$ cat src/rtl/tws_pkg.sv
package tws_pkg;

  localparam int MAX_KEEP = 16;
  localparam int TAG_BITS = 10;
  localparam int WEIGHT_W = 32;
  localparam int STAMP_W  = 16;
  localparam int KEEP_W   = 5;
  localparam int SLOT_W   = (MAX_KEEP > 1) ? $clog2(MAX_KEEP) : 1;
  localparam int TOTAL_W  = $clog2(MAX_KEEP + 1);
  localparam int CNT_W    = (TOTAL_W > KEEP_W) ? TOTAL_W : KEEP_W;
  localparam int KEY_W    = WEIGHT_W + STAMP_W + SLOT_W;

  localparam logic [STAMP_W-1:0] STAMP_MAX  = {STAMP_W{1'b1}};
  localparam logic [KEEP_W-1:0]  KEEP_RESET = KEEP_W'(16);

  typedef enum logic [1:0] {
    OP_HOLD,
    OP_INSERT,
    OP_REPLACE,
    OP_SHIFT
  } cell_op_t;

  typedef enum logic {
    ST_COLLECT,
    ST_DRAIN
  } state_t;

  typedef struct packed {
    logic                       valid;
    logic signed [WEIGHT_W-1:0] weight;
    logic [STAMP_W-1:0]         stamp;
    logic [SLOT_W-1:0]          slot;
    logic [TAG_BITS-1:0]        tag;
  } entry_t;

  typedef struct packed {
    cell_op_t           op;
    logic [STAMP_W-1:0] stamp;
    logic [SLOT_W-1:0]  slot;
  } seq_ctrl_t;

  // Ascending order: lighter first, then earlier stamp, then lower slot.
  function automatic logic [KEY_W-1:0] sort_key(entry_t e);
    return {~e.weight[WEIGHT_W-1], e.weight[WEIGHT_W-2:0], e.stamp, e.slot};
  endfunction

endpackage

$ cat src/rtl/top_weight_selection.sv
// Hypothesis requests are taken one per cycle while collecting.
// After the final request, kept entries leave one per cycle while out_stall is low,
// from the next cycle on, lightest first; input stalls until the last one is taken
// (at most MAX_KEEP entries are kept).
// Order is kept by the sorted row of cells: one parallel compare per cell.
// Synchronous reset empties the row, zeroes the counters, keep_count = 16.
module top_weight_selection (
  input  logic                                clk,
  input  logic                                rst,
  input  logic                                cfg_write,
  input  logic [tws_pkg::KEEP_W-1:0]          cfg_data,
  input  logic                                in_valid,
  output logic                                in_stall,
  input  logic signed [tws_pkg::WEIGHT_W-1:0] weight,
  input  logic [tws_pkg::TAG_BITS-1:0]        tag,
  input  logic                                final_item,
  output logic                                out_valid,
  input  logic                                out_stall,
  output logic signed [tws_pkg::WEIGHT_W-1:0] kept_weight,
  output logic [tws_pkg::TAG_BITS-1:0]        kept_tag,
  output logic                                end_of_list
);
  import tws_pkg::*;

  entry_t    entries [MAX_KEEP+1];
  logic      lts     [MAX_KEEP+1];
  entry_t    left_e  [MAX_KEEP];
  logic      left_l  [MAX_KEEP];
  entry_t    new_entry;
  seq_ctrl_t seq;

  assign entries[MAX_KEEP] = '0;
  assign lts[MAX_KEEP]     = 1'b0;

  assign new_entry.valid  = 1'b1;
  assign new_entry.weight = weight;
  assign new_entry.stamp  = seq.stamp;
  assign new_entry.slot   = seq.slot;
  assign new_entry.tag    = tag;

  tws_ctrl u_ctrl (
    .clk          (clk),
    .rst          (rst),
    .cfg_write    (cfg_write),
    .cfg_data     (cfg_data),
    .in_valid     (in_valid),
    .final_item   (final_item),
    .weight       (weight),
    .head         (entries[0]),
    .head_is_last (!entries[1].valid),
    .out_stall    (out_stall),
    .in_stall     (in_stall),
    .out_valid    (out_valid),
    .seq          (seq)
  );

  for (genvar i = 0; i < MAX_KEEP; i++) begin : g_cell
    if (i == 0) begin : g_head
      assign left_e[i] = '0;
      assign left_l[i] = 1'b1;
    end else begin : g_body
      assign left_e[i] = entries[i-1];
      assign left_l[i] = lts[i-1];
    end

    tws_cell u_cell (
      .clk         (clk),
      .rst         (rst),
      .op          (seq.op),
      .new_entry   (new_entry),
      .left_entry  (left_e[i]),
      .left_lt     (left_l[i]),
      .right_entry (entries[i+1]),
      .right_lt    (lts[i+1]),
      .entry       (entries[i]),
      .lt          (lts[i])
    );
  end

  assign kept_weight = entries[0].weight;
  assign kept_tag    = entries[0].tag;
  assign end_of_list = !entries[1].valid;

endmodule

$ cat src/rtl/tws_cell.sv
module tws_cell (
  input  logic             clk,
  input  logic             rst,
  input  tws_pkg::cell_op_t op,
  input  tws_pkg::entry_t  new_entry,
  input  tws_pkg::entry_t  left_entry,
  input  logic             left_lt,
  input  tws_pkg::entry_t  right_entry,
  input  logic             right_lt,
  output tws_pkg::entry_t  entry,
  output logic             lt
);
  import tws_pkg::*;

  entry_t entry_next;

  assign lt = entry.valid && (sort_key(entry) < sort_key(new_entry));

  always_comb begin
    entry_next = entry;
    unique case (op)
      OP_HOLD: begin
        entry_next = entry;
      end
      OP_INSERT: begin
        // cells at or past the insertion point move up by one
        if (!lt) begin
          if (left_lt) begin
            entry_next = new_entry;
          end else begin
            entry_next = left_entry;
          end
        end
      end
      OP_REPLACE: begin
        // head drops out; lighter entries move down, new one lands after them
        if (right_lt) begin
          entry_next = right_entry;
        end else if (lt) begin
          entry_next = new_entry;
        end
      end
      OP_SHIFT: begin
        entry_next = right_entry;
      end
    endcase
  end

  always_ff @(posedge clk) begin
    if (rst) begin
      entry.valid <= 1'b0;
    end else begin
      entry <= entry_next;
    end
  end

endmodule

$ cat src/rtl/tws_ctrl.sv
module tws_ctrl (
  input  logic                            clk,
  input  logic                            rst,
  input  logic                            cfg_write,
  input  logic [tws_pkg::KEEP_W-1:0]      cfg_data,
  input  logic                            in_valid,
  input  logic                            final_item,
  input  logic signed [tws_pkg::WEIGHT_W-1:0] weight,
  input  tws_pkg::entry_t                 head,
  input  logic                            head_is_last,
  input  logic                            out_stall,
  output logic                            in_stall,
  output logic                            out_valid,
  output tws_pkg::seq_ctrl_t              seq
);
  import tws_pkg::*;

  state_t             state;
  state_t             state_next;
  logic [KEEP_W-1:0]  keep_count;
  logic [STAMP_W-1:0] arrival;
  logic [TOTAL_W-1:0] total;
  logic               accept;
  logic               fill;
  logic               heavier;

  assign accept  = in_valid && (state == ST_COLLECT);
  assign fill    = (CNT_W'(total) < CNT_W'(MAX_KEEP)) &&
                   ((CNT_W'(total) < CNT_W'(keep_count)) ||
                    ((keep_count == '0) && (total == '0)));
  assign heavier = $signed(weight) > $signed(head.weight);

  always_comb begin
    state_next = state;
    unique case (state)
      ST_COLLECT: begin
        if (accept && final_item) begin
          state_next = ST_DRAIN;
        end
      end
      ST_DRAIN: begin
        if (!out_stall && head_is_last) begin
          state_next = ST_COLLECT;
        end
      end
    endcase
  end

  always_comb begin
    in_stall  = 1'b0;
    out_valid = 1'b0;
    seq.op    = OP_HOLD;
    seq.stamp = arrival;
    seq.slot  = fill ? SLOT_W'(total) : head.slot;
    unique case (state)
      ST_COLLECT: begin
        if (accept) begin
          if (fill) begin
            seq.op = OP_INSERT;
          end else if (heavier) begin
            seq.op = OP_REPLACE;
          end
        end
      end
      ST_DRAIN: begin
        in_stall  = 1'b1;
        out_valid = 1'b1;
        if (!out_stall) begin
          seq.op = OP_SHIFT;
        end
      end
    endcase
  end

  always_ff @(posedge clk) begin
    if (rst) begin
      state      <= ST_COLLECT;
      keep_count <= KEEP_RESET;
      arrival    <= '0;
      total      <= '0;
    end else begin
      state <= state_next;
      if (cfg_write) begin
        keep_count <= cfg_data;
      end
      if (accept) begin
        if (final_item) begin
          arrival <= '0;
          total   <= '0;
        end else begin
          if (arrival != STAMP_MAX) begin
            arrival <= arrival + 1'b1;
          end
          if (fill) begin
            total <= total + 1'b1;
          end
        end
      end
    end
  end

endmodule

$ cat config.mk
export PLATFORM = sky130hd
export DESIGN_NAME = top_weight_selection
export DESIGN_NICKNAME = d
export VERILOG_FILES = /design/src/rtl/tws_pkg.sv /design/src/rtl/top_weight_selection.sv /design/src/rtl/tws_cell.sv /design/src/rtl/tws_ctrl.sv
export SDC_FILE = /design/constraint.sdc
export NUM_CORES = 2
export LEC_CHECK = 0
export BUFFER_PORTS_ARGS = -buffer_cell sky130_fd_sc_hd__clkbuf_2
export CAP_MARGIN = 20
export CORE_MARGIN = 2
export CORE_UTILIZATION = 65
export CTS_CLUSTER_DIAMETER = 150
export DETAILED_ROUTE_END_ITERATION = 12
export MAX_ROUTING_LAYER = met4
export PLACE_DENSITY = 0.8
export SLEW_MARGIN = 20
export SYNTH_ARGS = -nofsm -noshare
export SYNTH_HDL_FRONTEND = slang
export SYNTH_SLANG_ARGS = --single-unit
export TNS_END_PERCENT = 10
$ cat constraint.sdc
create_clock -name clk -period 65.1 [get_ports clk]
set_clock_uncertainty 0.05 [all_clocks]
set_input_delay 3.255 -clock clk [delete_from_list [all_inputs] [get_ports clk]]
set_output_delay 3.255 -clock clk [all_outputs]
set_load 0.02 [all_outputs]
==> results by group <==
Outcome
  • Status: completed

Clock tree
  • H-tree Lvls: 4
  • Reg clk slew, reported paths: 0.06 ns
  • Clk sink count: 1035
  • Post_cts resized: 0
  • CTS tree: done
  • Buffer count from post-CTS setup fixing: 0
  • Root Driver: clkbuf_16
  • # hold bufs at CTS: 0
  • CTS Buf Count: 131
  • CTS Buffer Depth: 3
  • Clk_lat worst skew: 0.79 ns

Global routing
  • Vias in the first global route: between 70k and 80k
  • GRT Total Usage: 0.428
  • First-pass GRT wire length: between 400000 and 500000 um
  • Initial antenna violation count: 2
  • Grt ovf: 0
  • Largest net degree at the start of global routing: roughly 220

Setup path
  • CP arrival: about 9.7 ns
  • R2R Path Start: u_ctrl.total[1]
  • Critical path peak fanout: 77
  • Crit. Startpoint: weight[22]
  • Crit path required time: roughly 65 ns
  • Critical Path Most Common Cell: buf_4
  • Crit-path slowest cell: buf_4
  • Peak per-stage delay on the critical path: 0.95 ns
  • Cell Chain, Critical Path: clkbuf_2 > clkinv_1 > buf_4 > ha_1 > nand4_1 > nor4_1 > buf_4 > o221ai_1 > nand4_1 > o2111a_1 > or2_2 > nor3_2 > nor2_4 > buf_4 > buf_4 > buf_4
  • Startpoint type of the worst setup path: input pin
  • Crit. End Element: flip-flop
  • Worst path bufs/invs: 7
  • Worst Path Class, Setup: input pin to flip-flop
  • CP top delay family: buffers and inverters

Place
  • Gpl congestion: between 1 and 1.5
  • Hpwl dp: 202000 um
  • Port Buf Inserts: just under 100

Die
  • Cell row count: 132
  • Initial core utilization: 0.656
  • IO Count: 98
  • Core area: roughly 130000 um^2
  • Die width: ~370 um
  • Die ar.: approximately 130000 um^2
  • Die Y: between 300 and 400 um

Power
  • Combinational share of power: 0.251
  • P_leak: between 30 and 40 nW
  • Seq pwr share: 0.417
  • Sw power: about 0.70 mW
  • Clock power share: 0.332
  • Power per cell area: 23.8 nW/um^2
  • Total chip power: between 2 and 2.5 mW
  • VDD IR max: 25.8 uV
  • Sw frac: 0.326
  • Cell internal pwr: 1.45 mW

Synth
  • Synth Instances: 9028
  • Unique masters post-synth: 102
  • Dominant synthesized flop cell: edfxtp_1
  • Sequential-to-total area share from yosys stat: 0.360
  • Async SR Flop Fraction: 0
  • Number of flops mapped to enable cells by yosys: approximately 990
  • Mapped Nets: roughly 9.9k
  • Syn_area_per_cell: ~9.4 um^2
  • Yosys warning count: 0
  • Synth Register Bits: approximately 1.0k
  • Mapped cell area: between 80000 and 90000 um^2

Timing
  • RSZ-0062 raised after global routing: false
  • Final setup vio count: 0
  • Setup TNS: 0 ns
  • Final Hold Vio Count: 0
  • Worst-margin pin slew: 1.22 ns
  • Fmax: about 110 MHz
  • Fin. max-slew vios: 0
  • Slew margin rel.: 0.188
  • Tmin final: about 9.4 ns
  • Fin crit share: 0.144

Hold path
  • Hold Crit Class: flip-flop to flip-flop
  • Worst hold start: u_ctrl.keep_count[3]

Drt
  • WL met2: between 100000 and 150000 um
  • Drt initial violations: roughly 12k
  • Drc violations: 0
  • Metal3 WL: ~43000 um
  • Vias post-DR: between 70k and 80k
  • Drt first pass iters: 8
  • Max Used Layer: met4
  • DRT Wirelength: between 200000 and 300000 um
  • Vias per cell: ~7.4
  • Average wire per standard cell: around 28 um
  • Metal1 wirelength: 117000 um
  • Post-route ant nets: 0

Layout
  • Fill count: 10.2k
  • P&R area growth vs syn: 6.11%
  • Share of cells above drive strength 1: 0.0766
  • Nets: between 9k and 10k

Run
  • Max_cap viols: 0
[worst register-to-register path: stages, from the launching register on]
cell and delay, ns:
dfxtp_1 0.38, inv_1 0.10, ha_1 0.13, or4b_4 0.46, o22a_2 0.32, o21ai_2 0.10, nand2_2 0.17, mux2_2 0.64
clkinv_1 0.27, buf_4 0.33, ha_1 0.38, nand3_1 0.08, nor3_1 0.55, o2111ai_1 0.48, a211oi_1 0.62, or2_4 0.58
buf_4 0.79, buf_4 0.92, mux2i_1 0.44, nor2_1 0.09, a211o_1 0.30
[through the flow]
step	cells	hold WS (ns)	worst slack, ns	util	instance area (um^2)
floorplan	9028	0.392	19.10	-	85200
global placement	10270	0.443	55.22	0.665	86300
detailed placement	10270	0.470	55.32	0.665	86300
CTS	10503	0.489	56.13	0.696	90400
global route	10505	0.504	55.64	0.697	90400
finish	10506	0.495	55.73	0.697	90400
[routing by layer]
layer  track usage  vias to the layer above
met2         0.583                     5588
met3         0.113                      755
li1              -                    34628
met5             -                        -
met4         0.160                        0
met1         0.606                    37040
[final timing paths]
kind | end | slack (ns) | cells past startpoint
hold reg to reg | u_ctrl.keep_count[3] | 0.50 | 2
hold / removal | u_ctrl.keep_count[3] | 0.50 | 2
setup / recovery | g_cell[12].u_cell.entry[8] | 55.73 | 16
setup reg to reg | g_cell[13].u_cell.entry[15] | 56.67 | 20
[cell families after synthesis]
| logic type | after synthesis | share of synthesized area |
|---|---|---|
| mux | 664 | 0.0802 |
| xor+xnor | 15 | 0.00154 |
| flops | 1035 | 0.360 |
| compound gates | 3455 | 0.274 |
| buf+inv | 993 | 0.0505 |
| fa+ha+maj | 854 | 0.125 |
| simple gates | 2012 | 0.109 |
[power by group through the flow]
stage | clock, mW | combinational (mW) | sequential, mW
finish | 0.716 | 0.541 | 0.898
detailed placement | 0 | 0.522 | 0.908
CTS | 0.716 | 0.526 | 0.894
global placement | 0 | 0.503 | 0.905
global route | 0.741 | 0.590 | 0.905
floorplan | 0 | 0.392 | 0.938
[state kept, by name, indices dropped and copies added, names as in the netlist]
name	count
u_ctrl.state	1
u_ctrl.arrival	16
u_ctrl.total	5
g_cell.u_cell.entry	1008
u_ctrl.keep_count	5
[cells in the final DEF, fill, tap and decap left out, types with 22 or more instances in the layout]
| master | synthesis | routed |
|---|---|---|
| o21ai_0 | 818 | 818 |
| buf_4 | 60 | 203 |
| nor4_1 | 32 | 31 |
| dfxtp_1 | 43 | 43 |
| clkinv_1 | 38 | 60 |
| nor2b_1 | 58 | 57 |
| a211o_1 | 368 | 368 |
| nand4_1 | 141 | 141 |
| inv_1 | 153 | 153 |
| a21oi_1 | 849 | 847 |
| nand2b_1 | 23 | 22 |
| nor3_1 | 248 | 243 |
| edfxtp_1 | 992 | 992 |
| a22o_1 | 135 | 134 |
| clkbuf_1 | 524 | 33 |
| mux2_2 | 60 | 60 |
| o21a_1 | 25 | 23 |
| clkbuf_16 | 0 | 133 |
| a22oi_1 | 187 | 186 |
| a21o_1 | 126 | 126 |
| a2bb2oi_1 | 47 | 47 |
| o2111ai_1 | 120 | 120 |
| o31ai_1 | 25 | 25 |
| o211ai_1 | 144 | 144 |
| nand3_1 | 102 | 101 |
| nor2_1 | 486 | 481 |
| ha_1 | 854 | 854 |
| or3_1 | 45 | 40 |
| mux2i_1 | 573 | 571 |
| nand2_1 | 746 | 735 |
| a31oi_1 | 66 | 66 |
| o2bb2ai_1 | 54 | 54 |
| clkbuf_2 | 0 | 97 |
| a221o_1 | 213 | 213 |
| a211oi_1 | 96 | 96 |
| and3_1 | 38 | 36 |
[final cells by class]
| cell class | instances | area (um^2) | area share |
|---|---|---|---|
| Inverter | 191 | 717 | 0.00793 |
| Timing Repair Buffer | 303 | 2080 | 0.0230 |
| Sequential cell | 1035 | 30600 | 0.339 |
| Clock inverter | 63 | 547 | 0.00605 |
| Antenna cell | 2 | 5.00 | 0.0000553 |
| Multi-Input combinational cell | 7000 | 50700 | 0.561 |
| Tap cell | 1742 | 2180 | 0.0241 |
| Clock buffer | 170 | 3510 | 0.0388 |
[synthesized netlist by cell type, types with 120 or more instances]
cell / count / area, um^2
clkbuf_1: 524 / 1970
nand4_1: 141 / 882
nor2_1: 486 / 1820
o21ai_0: 818 / 4090
nor3_1: 248 / 1240
a22o_1: 135 / 1180
a22oi_1: 187 / 1400
mux2i_1: 573 / 5740
o2111ai_1: 120 / 1050
edfxtp_1: 992 / 29800
inv_1: 153 / 574
a211o_1: 368 / 3220
buf_2: 184 / 921
nand2_1: 746 / 2800
o211ai_1: 144 / 1080
a221o_1: 213 / 2130
a21o_1: 126 / 946
ha_1: 854 / 10700
a21oi_1: 849 / 4250
(Power assumes the default switching activity.)
